--- src/bfio_pkg.sv ---
// Shared constants, types and helpers for the backlight fade and idle-off block.
package bfio_pkg;

  localparam int unsigned LevelW   = 7;
  localparam int unsigned ReqW     = 8;
  localparam int unsigned CountW   = 17;
  localparam int unsigned TimeoutW = 16;
  localparam int unsigned DutyW    = 10;
  localparam int unsigned OpW      = 3;

  localparam logic [LevelW-1:0]   LevelMax       = LevelW'(100);
  localparam logic [TimeoutW-1:0] IdleTimeoutRst = TimeoutW'(30);
  localparam logic [CountW-1:0]   CountOff       = {CountW{1'b1}};

  localparam longint unsigned DutyMax    = 1023;
  localparam int unsigned     RecipShift = 30;
  localparam longint unsigned RecipK     = ((64'd1 << RecipShift) + 64'd99) / 64'd100;
  localparam int unsigned     DutyScaleW = 48;
  localparam logic [DutyScaleW-1:0] DutyScale = DutyScaleW'(DutyMax * RecipK);

  typedef enum logic [OpW-1:0] {
    OpFade     = 3'd0,
    OpSecond   = 3'd1,
    OpSetLevel = 3'd2,
    OpActivity = 3'd3,
    OpKeepOn   = 3'd4
  } bfio_op_e;

  typedef struct packed {
    logic [LevelW-1:0] level;
    logic [LevelW-1:0] target;
    logic              ramp_up;
    logic              ramp_running;
    logic [CountW-1:0] countdown;
    logic [LevelW-1:0] remembered;
  } bfio_state_t;

  // level * DutyMax / 100 via fixed-point reciprocal, low DutyW bits
  function automatic logic [DutyW-1:0] duty_of(logic [LevelW-1:0] lvl);
    logic [DutyScaleW+LevelW-1:0] prod;
    prod = {{LevelW{1'b0}}, DutyScale} * {{DutyScaleW{1'b0}}, lvl};
    return prod[RecipShift +: DutyW];
  endfunction

endpackage

--- src/bfio_in_if.sv ---
// Input event channel: valid/ready handshake with event payload.
interface bfio_in_if;
  import bfio_pkg::*;

  logic              valid;
  logic              ready;
  logic [OpW-1:0]    opcode;
  logic [ReqW-1:0]   new_level;
  logic              lock_cur;

  modport source (output valid, opcode, new_level, lock_cur, input ready);
  modport sink   (input valid, opcode, new_level, lock_cur, output ready);
endinterface

--- src/bfio_out_if.sv ---
// Result channel: valid/ready handshake with duty, level and countdown.
interface bfio_out_if;
  import bfio_pkg::*;

  logic                     valid;
  logic                     ready;
  logic [DutyW-1:0]         pwm_duty;
  logic [LevelW-1:0]        level_now;
  logic                     fading;
  logic signed [CountW-1:0] seconds_left;

  modport source (output valid, pwm_duty, level_now, fading, seconds_left, input ready);
  modport sink   (input valid, pwm_duty, level_now, fading, seconds_left, output ready);
endinterface

--- src/bfio_update.sv ---
// Next-state logic for one event.
module bfio_update
  import bfio_pkg::*;
(
  input  bfio_state_t         state_i,
  input  logic [OpW-1:0]      opcode_i,
  input  logic [ReqW-1:0]     new_level_i,
  input  logic                lock_cur_i,
  input  logic [TimeoutW-1:0] idle_timeout_i,
  output bfio_state_t         state_o
);

  function automatic bfio_state_t set_level(bfio_state_t s, logic [LevelW-1:0] req,
                                            logic lock);
    bfio_state_t r;
    r = s;
    if (req != s.level) begin
      r.remembered   = lock ? s.level : req;
      r.target       = req;
      r.ramp_up      = (req > s.level);
      r.ramp_running = 1'b1;
    end
    return r;
  endfunction

  logic [LevelW-1:0] req_clamped;
  logic [LevelW-1:0] stepped;
  bfio_state_t       s;

  assign req_clamped = (new_level_i > {1'b0, LevelMax}) ? LevelMax : new_level_i[LevelW-1:0];

  always_comb begin
    if (state_i.ramp_up) begin
      stepped = (state_i.level < LevelMax) ? state_i.level + 1'b1 : state_i.level;
    end else begin
      stepped = (state_i.level != '0) ? state_i.level - 1'b1 : state_i.level;
    end
  end

  always_comb begin
    s = state_i;
    unique case (bfio_op_e'(opcode_i))
      OpFade: begin
        if (s.ramp_running) begin
          if (s.level == s.target) begin
            s.ramp_running = 1'b0;
          end else begin
            s.level = stepped;
            if (stepped == s.target) begin
              s.ramp_running = 1'b0;
            end
          end
        end
      end
      OpSecond: begin
        if (s.countdown != CountOff) begin
          if (s.countdown == '0) begin
            s = set_level(s, '0, 1'b1);
          end
          s.countdown = s.countdown - 1'b1;
        end
      end
      OpSetLevel: begin
        s = set_level(s, req_clamped, lock_cur_i);
      end
      OpActivity: begin
        if (s.countdown == CountOff) begin
          s = set_level(s, s.remembered, 1'b0);
        end
        s.countdown = {1'b0, idle_timeout_i};
      end
      OpKeepOn: begin
        s = set_level(s, s.remembered, 1'b0);
        s.countdown = CountOff;
      end
      default: begin
        s = state_i;
      end
    endcase
  end

  assign state_o = s;

endmodule

--- src/backlight_fade_and_idle_off_core.sv ---
// Top level of the backlight dimmer with fade ramp and idle auto-off.
// Output: each result is registered and is valid in the cycle after its event transaction.
// Throughput: one event per cycle while the sink takes results; the result register frees as it is taken.
// Ready drops only while a result is held and the sink stalls.
// Reset: level, target, ramp and remembered level clear, countdown disabled,
// idle timeout 30 s; no result pending.
module backlight_fade_and_idle_off_core
  import bfio_pkg::*;
(
  input  logic                clk_i,
  input  logic                rst_ni,
  bfio_in_if.sink             in_i,
  bfio_out_if.source          out_o,
  input  logic                cfg_we_i,
  input  logic [TimeoutW-1:0] cfg_wdata_i
);

  logic [TimeoutW-1:0] idle_timeout_q;
  bfio_state_t         state_q, state_d;
  logic                out_valid_q;
  logic [DutyW-1:0]    duty_q;
  logic [LevelW-1:0]   level_q;
  logic                fading_q;
  logic [CountW-1:0]   secs_q;
  logic                accept;

  assign in_i.ready = !out_valid_q || out_o.ready;
  assign accept     = in_i.valid && in_i.ready;

  bfio_update u_update (
    .state_i        (state_q),
    .opcode_i       (in_i.opcode),
    .new_level_i    (in_i.new_level),
    .lock_cur_i     (in_i.lock_cur),
    .idle_timeout_i (idle_timeout_q),
    .state_o        (state_d)
  );

  always_ff @(posedge clk_i or negedge rst_ni) begin
    if (!rst_ni) begin
      idle_timeout_q <= IdleTimeoutRst;
    end else if (cfg_we_i) begin
      idle_timeout_q <= cfg_wdata_i;
    end
  end

  always_ff @(posedge clk_i or negedge rst_ni) begin
    if (!rst_ni) begin
      state_q <= '{level: '0, target: '0, ramp_up: 1'b0, ramp_running: 1'b0,
                   countdown: CountOff, remembered: '0};
      out_valid_q <= 1'b0;
    end else begin
      if (accept) begin
        state_q     <= state_d;
        out_valid_q <= 1'b1;
      end else if (out_o.ready) begin
        out_valid_q <= 1'b0;
      end
    end
  end

  always_ff @(posedge clk_i) begin
    if (accept) begin
      duty_q   <= duty_of(state_d.level);
      level_q  <= state_d.level;
      fading_q <= state_d.ramp_running;
      secs_q   <= state_d.countdown;
    end
  end

  assign out_o.valid        = out_valid_q;
  assign out_o.pwm_duty     = duty_q;
  assign out_o.level_now    = level_q;
  assign out_o.fading       = fading_q;
  assign out_o.seconds_left = $signed(secs_q);

endmodule

--- src/flat_wrapper.sv ---
// flat-port wrapper written by rule: the top's interface ports become plain ports
module backlight_fade_and_idle_off_core_flat import bfio_pkg::*;
  (clk_i, rst_ni, cfg_we_i, cfg_wdata_i, in_i_valid, in_i_opcode, in_i_new_level, in_i_lock_cur, in_i_ready, out_o_valid, out_o_pwm_duty, out_o_level_now, out_o_fading, out_o_seconds_left, out_o_ready);
  bfio_in_if in_i_i ();
  bfio_out_if out_o_i ();
  input  logic clk_i;
  input  logic rst_ni;
  input  logic cfg_we_i;
  input  logic [TimeoutW-1:0] cfg_wdata_i;
  input wire logic [$bits(in_i_i.valid)-1:0] in_i_valid;
  input wire logic [$bits(in_i_i.opcode)-1:0] in_i_opcode;
  input wire logic [$bits(in_i_i.new_level)-1:0] in_i_new_level;
  input wire logic [$bits(in_i_i.lock_cur)-1:0] in_i_lock_cur;
  output wire logic [$bits(in_i_i.ready)-1:0] in_i_ready;
  output wire logic [$bits(out_o_i.valid)-1:0] out_o_valid;
  output wire logic [$bits(out_o_i.pwm_duty)-1:0] out_o_pwm_duty;
  output wire logic [$bits(out_o_i.level_now)-1:0] out_o_level_now;
  output wire logic [$bits(out_o_i.fading)-1:0] out_o_fading;
  output wire logic [$bits(out_o_i.seconds_left)-1:0] out_o_seconds_left;
  input wire logic [$bits(out_o_i.ready)-1:0] out_o_ready;
  assign in_i_i.valid = in_i_valid;
  assign in_i_i.opcode = in_i_opcode;
  assign in_i_i.new_level = in_i_new_level;
  assign in_i_i.lock_cur = in_i_lock_cur;
  assign in_i_ready = in_i_i.ready;
  assign out_o_valid = out_o_i.valid;
  assign out_o_pwm_duty = out_o_i.pwm_duty;
  assign out_o_level_now = out_o_i.level_now;
  assign out_o_fading = out_o_i.fading;
  assign out_o_seconds_left = out_o_i.seconds_left;
  assign out_o_i.ready = out_o_ready;
  backlight_fade_and_idle_off_core u_core (.clk_i(clk_i), .rst_ni(rst_ni), .in_i(in_i_i), .out_o(out_o_i), .cfg_we_i(cfg_we_i), .cfg_wdata_i(cfg_wdata_i));
endmodule
--- config.mk ---
export PLATFORM = sky130hd
export DESIGN_NAME = backlight_fade_and_idle_off_core_flat
export DESIGN_NICKNAME = d
export VERILOG_FILES = /design/src/bfio_pkg.sv /design/src/bfio_in_if.sv /design/src/bfio_out_if.sv /design/src/bfio_update.sv /design/src/backlight_fade_and_idle_off_core.sv /design/src/flat_wrapper.sv
export SDC_FILE = /design/constraint.sdc
export NUM_CORES = 1
export LEC_CHECK = 0
export BUFFER_PORTS_ARGS = -buffer_cell sky130_fd_sc_hd__buf_2
export CAP_MARGIN = 20
export CORE_ASPECT_RATIO = 1.2
export CORE_MARGIN = 3
export CORE_UTILIZATION = 66
export CTS_CLUSTER_SIZE = 40
export DETAILED_ROUTE_END_ITERATION = 12
export PLACE_DENSITY_LB_ADDON = 0.15
export SLEW_MARGIN = 5
export SYNTH_ARGS = -nofsm -noshare
export SYNTH_HDL_FRONTEND = slang
export SYNTH_SLANG_ARGS = --single-unit
--- constraint.sdc ---
create_clock -name clk_i -period 12.65 [get_ports clk_i]
set_input_delay 0.6325 -clock clk_i [delete_from_list [all_inputs] [get_ports clk_i]]
set_output_delay 0.6325 -clock clk_i [all_outputs]
set_load 0.05 [all_outputs]
# After elaboration in Yosys (flattened, before gate mapping)

Index checks and enable logic that the tools add are counted.

Input port bits: 33
Flip-flop bits (word level): 92
Memories: 0
RAM bits: 0
ROM bits: 0
Bits in latches: 0

$lt $le $gt $ge: 5
Add/subtract/negate cells: 3
Div/mod/pow operators: 0
Muxes and demuxes: 26
Shift operators: 0
Equal/unequal tests: 15
Reduce and logical (&&, ||, !) cells: 11
Bitwise gates (word level): 2
$mul: 1

Operators by type and width:

| kind                  | number |
|---|---|
| $mux 40               | 3 |
| $pmux 24 s4           | 1 |
| $mux 33               | 2 |
| $mux 7                | 9 |
| $mul 34x7->40 const A | 1 |
| $pmux 8 s4            | 1 |
| $mux 9                | 3 |
| $pmux 7 s3            | 1 |
| $eq 17x17->1 const B  | 1 |
| $logic_not 17->1      | 1 |
| $ne 17x17->1 const B  | 1 |
| $sub 17x1->17 const B | 1 |
| $eq 7x7->1            | 2 |
| $gt 7x7->1            | 2 |
| $ne 7x7->1            | 2 |
| $ne 2x2->1 const B    | 5 |
| $gt 8x7->1 const B    | 1 |
| $reduce_and 8->1      | 1 |
| $add 7x1->7 const B   | 1 |
| $gt 1x7->1 const A    | 1 |
| $lt 7x7->1 const B    | 1 |
| $reduce_and 7->1      | 1 |
| $reduce_bool 7->1     | 1 |
| $sub 7x1->7 const B   | 1 |
| 12 further kinds      | 19 |

# Depth between registers and ports, before layout

Word-level depth: 9
Depth in mapped cells: 28
Mapped depth without buffers: 27

# Modules after synthesis

From an unflattened synthesis, not the netlist that was laid out.

Cells, all modules: 931
Area, all modules: 8871.0 sq um

By module, submodules not included:

| module                           | cells each | area an instance (sq um) | instances | sequential area each (sq um) |
|---|---|---|---|---|
| backlight_fade_and_idle_off_core | 542        | 6498.7                   | 1         | 2503.7 |
| bfio_update                      | 389        | 2372.3                   | 1         | 0.0 |

# Worst setup path after synthesis

Ideal clock, no wire load.

Kind: register -> register
Start point: register u_core.state_q[38] (netlist bit)
End point: register u_core.duty_q[7], in the netlist u_core.out_o.pwm_duty[7] (data pin)
Arrival: 6.444 ns
Data required time: 12.392 ns
Path buffers: 2
Path slack: 5.948 ns
Cell stages (with the launch flop): 26
Period minus slack after synthesis: 6.702 ns
Cell sequence: dfrtp_1 clkbuf_1 xor2_1 or4_1 o211ai_1 clkbuf_1 nor2_1 xnor2_1 inv_1 fa_1 fa_1 inv_1 fa_1 inv_1 fa_1 inv_1 ha_1 nand2_1 nor2_1 o2111ai_1 a2111oi_2 o21ai_1 a22oi_2 a21o_1 a21oi_1 xnor2_1

RTL lines:

| element                | RTL line                               | RTL |
|---|---|---|
| from (decl)            | backlight_fade_and_idle_off_core.sv:19 | `bfio_state_t state_q, state_d;` |
| from (signal assigned) | backlight_fade_and_idle_off_core.sv:49 | `state_q <= '{level: '0, target: '0, ramp_up: 1'b0, ramp_running: 1'b0,` |
| from (signal assigned) | backlight_fade_and_idle_off_core.sv:54 | `state_q <= state_d;` |
| to (signal assigned)   | backlight_fade_and_idle_off_core.sv:64 | `duty_q <= duty_of(state_d.level);` |
| to (decl)              | backlight_fade_and_idle_off_core.sv:21 | `logic [DutyW-1:0] duty_q;` |

==> metrics.txt <==
top sig layer=met4; setup repair bufs after CTS=0; CTS-repair resized insts=0; Syn Area/Cell=9.33 sq um; Die Y=approximately 130 um; Inserted Clock Buffers=9; layout cells sized above 1=around 17%; critical path fanouts, max=14; die area=between 10000 and 15000 sq um; Sw Share=49.8%; NetSw=about 1.2 mW; Inserted Diodes=0; Detailed Route WL=21700 um; Worst EP arrival=7630 ps; Syn Std Cell Area=8570 sq um; Core Rows=44; DR vias/cell=6.37; CTS tree=yes; Crit. End Element=register; drt first pass iters=5; setup slack after layout=5130 ps; # fillers=about 930; GR Overflow Total=0; fin crit share=between 50% and 60%; min Tclk post-route=around 7500 ps; # nets final=approximately 1.2k; Synth Flop Type=dfrtp_1; drt drc=0; total power=around 2.4 mW; fmax=133 MHz; Seq/Total Area, Yosys=29.2%; Cells after Synth=919; placeable core area=12400 sq um; clock-pin slew on the worst setup and hold paths=70 ps; fraction of registers with async set/reset=62.0%; M1 WL=between 8000 and 9000 um; Hold Fails Final Rpt=0; hold slack=419 ps; total nets after synthesis=1107; vias in the first global route=7087; Peak VDD IR=0.320 mV; Max-slew headroom=33.3%; maxcap violations=0; clock share of power=a little under an eighth; largest net degree at the start of global routing=59; synth unique cells=just over 70; Post-Place Setup Slack=approximately 5200 ps; # IOs=70; Final Wtd Congestion=0.997; Via Count=~7.2k; most frequent cells in the layout=118 x ha_1, 110 x inv_1, 77 x o21ai_0; pwr dens=about 260 nW/um^2; Max clock buf depth=2; Internal=1.23 mW; most common cell after layout, fill and taps aside=ha_1; met2 wire len=10900 um; clock sink count=92; Initial DRC Count=572; starting density of the core=69.2%; Leakage=4.31 nW; Clk Tree Root Cell=clkbuf_16; routed len/inst=about 19 um; number of flops mapped to enable cells by yosys=35; first-pass GRT wire length=roughly 35000 um; PortBufs=slightly below 70; RSZ-0062 raised after global routing=no; TNS Setup=0 ps; Final Max Slew Viols=0; Finish-stage setup viols=0; worst endpoint required time=12760 ps; synthesis warning total=0; Flop pwr share=20.0%; CP Launch Type=register; Area Overhead vs Synth=9.11%; H-tree depth=3; Comb power frac=68.3%; worst slew pin tran=993 ps; Hold Path Class=in2async; status=completed; hold_buf cts=0; DP Wirelength=16400 um; met3 wire len=approximately 1300 um; die width=110 um; post-route clock skew=11.7 ps; FF+latch count, synth=92; total track usage=31.9%; clock insertion delay at the later pin of the skew report=about 360 ps; antenna-violating nets left=0; initial antenna violation count=0; worst setup path category=reg2reg
[state kept, by name, indices dropped and copies added, names as in the netlist]
register	flops
u_core.idle_timeout_q	16
u_core.out_o.seconds_left	17
u_core.out_o.fading	1
u_core.out_o.level_now	7
u_core.state_q	40
u_core.out_o.pwm_duty	10
u_core.out_o.valid	1
[synth_stat cells (13+ instances only)]
master,n,share of area (%)
ha_1,118,17
inv_1,111,4.9
o21ai_0,77,4.5
nand2_1,61,2.7
nor2_1,58,2.5
a21oi_1,48,2.8
fa_1,37,8.6
dfrtp_1,36,11
edfxtp_1,35,12
clkbuf_1,30,1.3
mux2_2,29,3.8
nor3_1,24,1.4
dfstp_2,21,6.4
a22oi_1,19,1.7
xor2_1,17,1.7
nand3_1,14,0.82
nand4_1,13,0.95
[power by group through the flow]
stage / combinational (mW) / sequential [mW] / clock (mW)
after floorplan: 1.20 / 0.528 / 0
after global placement: 1.58 / 0.488 / 0
after detailed placement: 1.63 / 0.490 / 0
after CTS: 1.65 / 0.485 / 0.290
after global routing: 1.88 / 0.498 / 0.303
final: 1.67 / 0.488 / 0.287
[routing by layer]
layer | GRT usage (%) | up-vias
met5 | 0 | -
met3 | 3.29 | 68
met1 | 39.6 | 3464
li1 | - | 3392
met4 | 15.4 | 0
met2 | 55.3 | 318
[critical path, stage by stage, from the launching register on]
cell and delay (ps):
dfrtp_1 560, or3_4 490, nor3_1 330, nor2_1 130, a41oi_1 410, nor2_1 100, xnor2_1 690, inv_1 270
fa_1 560, fa_1 550, inv_1 80, fa_1 530, inv_1 50, fa_1 500, inv_1 50, ha_1 290
nand2_1 50, nor2_1 200, o2111ai_1 200, a2111oi_2 370, o21ai_1 190, a22oi_2 250, a21o_1 190, a21oi_1 100
xnor2_1 140
[stage by stage]
step                utilization, %  cells  cell area (sq um)
floorplan                        -    919               8570
global placement              72.9   1120               9030
detailed placement            72.9   1120               9030
CTS                           75.3   1136               9330
global route                  75.5   1137               9350
finish                        75.5   1137               9350
[logic make-up (layout without fill, tap and decap cells)]
| family | Yosys count | count (layout) | synth area share (%) |
|---|---|---|---|
| muxes | 32 | 32 | 4.16 |
| adders and majority gates | 155 | 155 | 25.9 |
| DFF | 92 | 92 | 29.2 |
| xor gates and xnor gates | 29 | 29 | 2.96 |
| and+or+nand+nor | 226 | 226 | 13.0 |
| buffers and inverters | 148 | 205 | 6.58 |
| AOI/OAI and AO/OA | 237 | 237 | 18.2 |
[path summary, 6_finish.rpt]
kind / startpoint / endpoint / slack [ps] / cells after the start
setup / recovery: u_core.state_q[35] / u_core.out_o.pwm_duty[7] / 5130 / 24
hold / removal: rst_ni / u_core.idle_timeout_q[9] / 420 / 2
setup reg to reg: u_core.state_q[35] / u_core.out_o.pwm_duty[7] / 5130 / 24
hold reg to reg: u_core.idle_timeout_q[8] / u_core.idle_timeout_q[8] / 520 / 1
max in group asynchronous: rst_ni / u_core.state_q[1] / 11710 / 2
min in group clk_i: cfg_wdata_i[11] / u_core.idle_timeout_q[11] / 510 / 2
[layout make-up]
type | count | area, sq um | area share, %
clock inverters | 6 | 76.3 | 0.816
clock buffers | 10 | 229 | 2.45
well taps | 161 | 201 | 2.15
multi-input cells | 679 | 5500 | 58.8
repair buffers | 77 | 418 | 4.47
flip-flops and latches | 92 | 2500 | 26.8
inverters | 112 | 420 | 4.50
No activity file was read; power rests on OpenSTA's default activity.
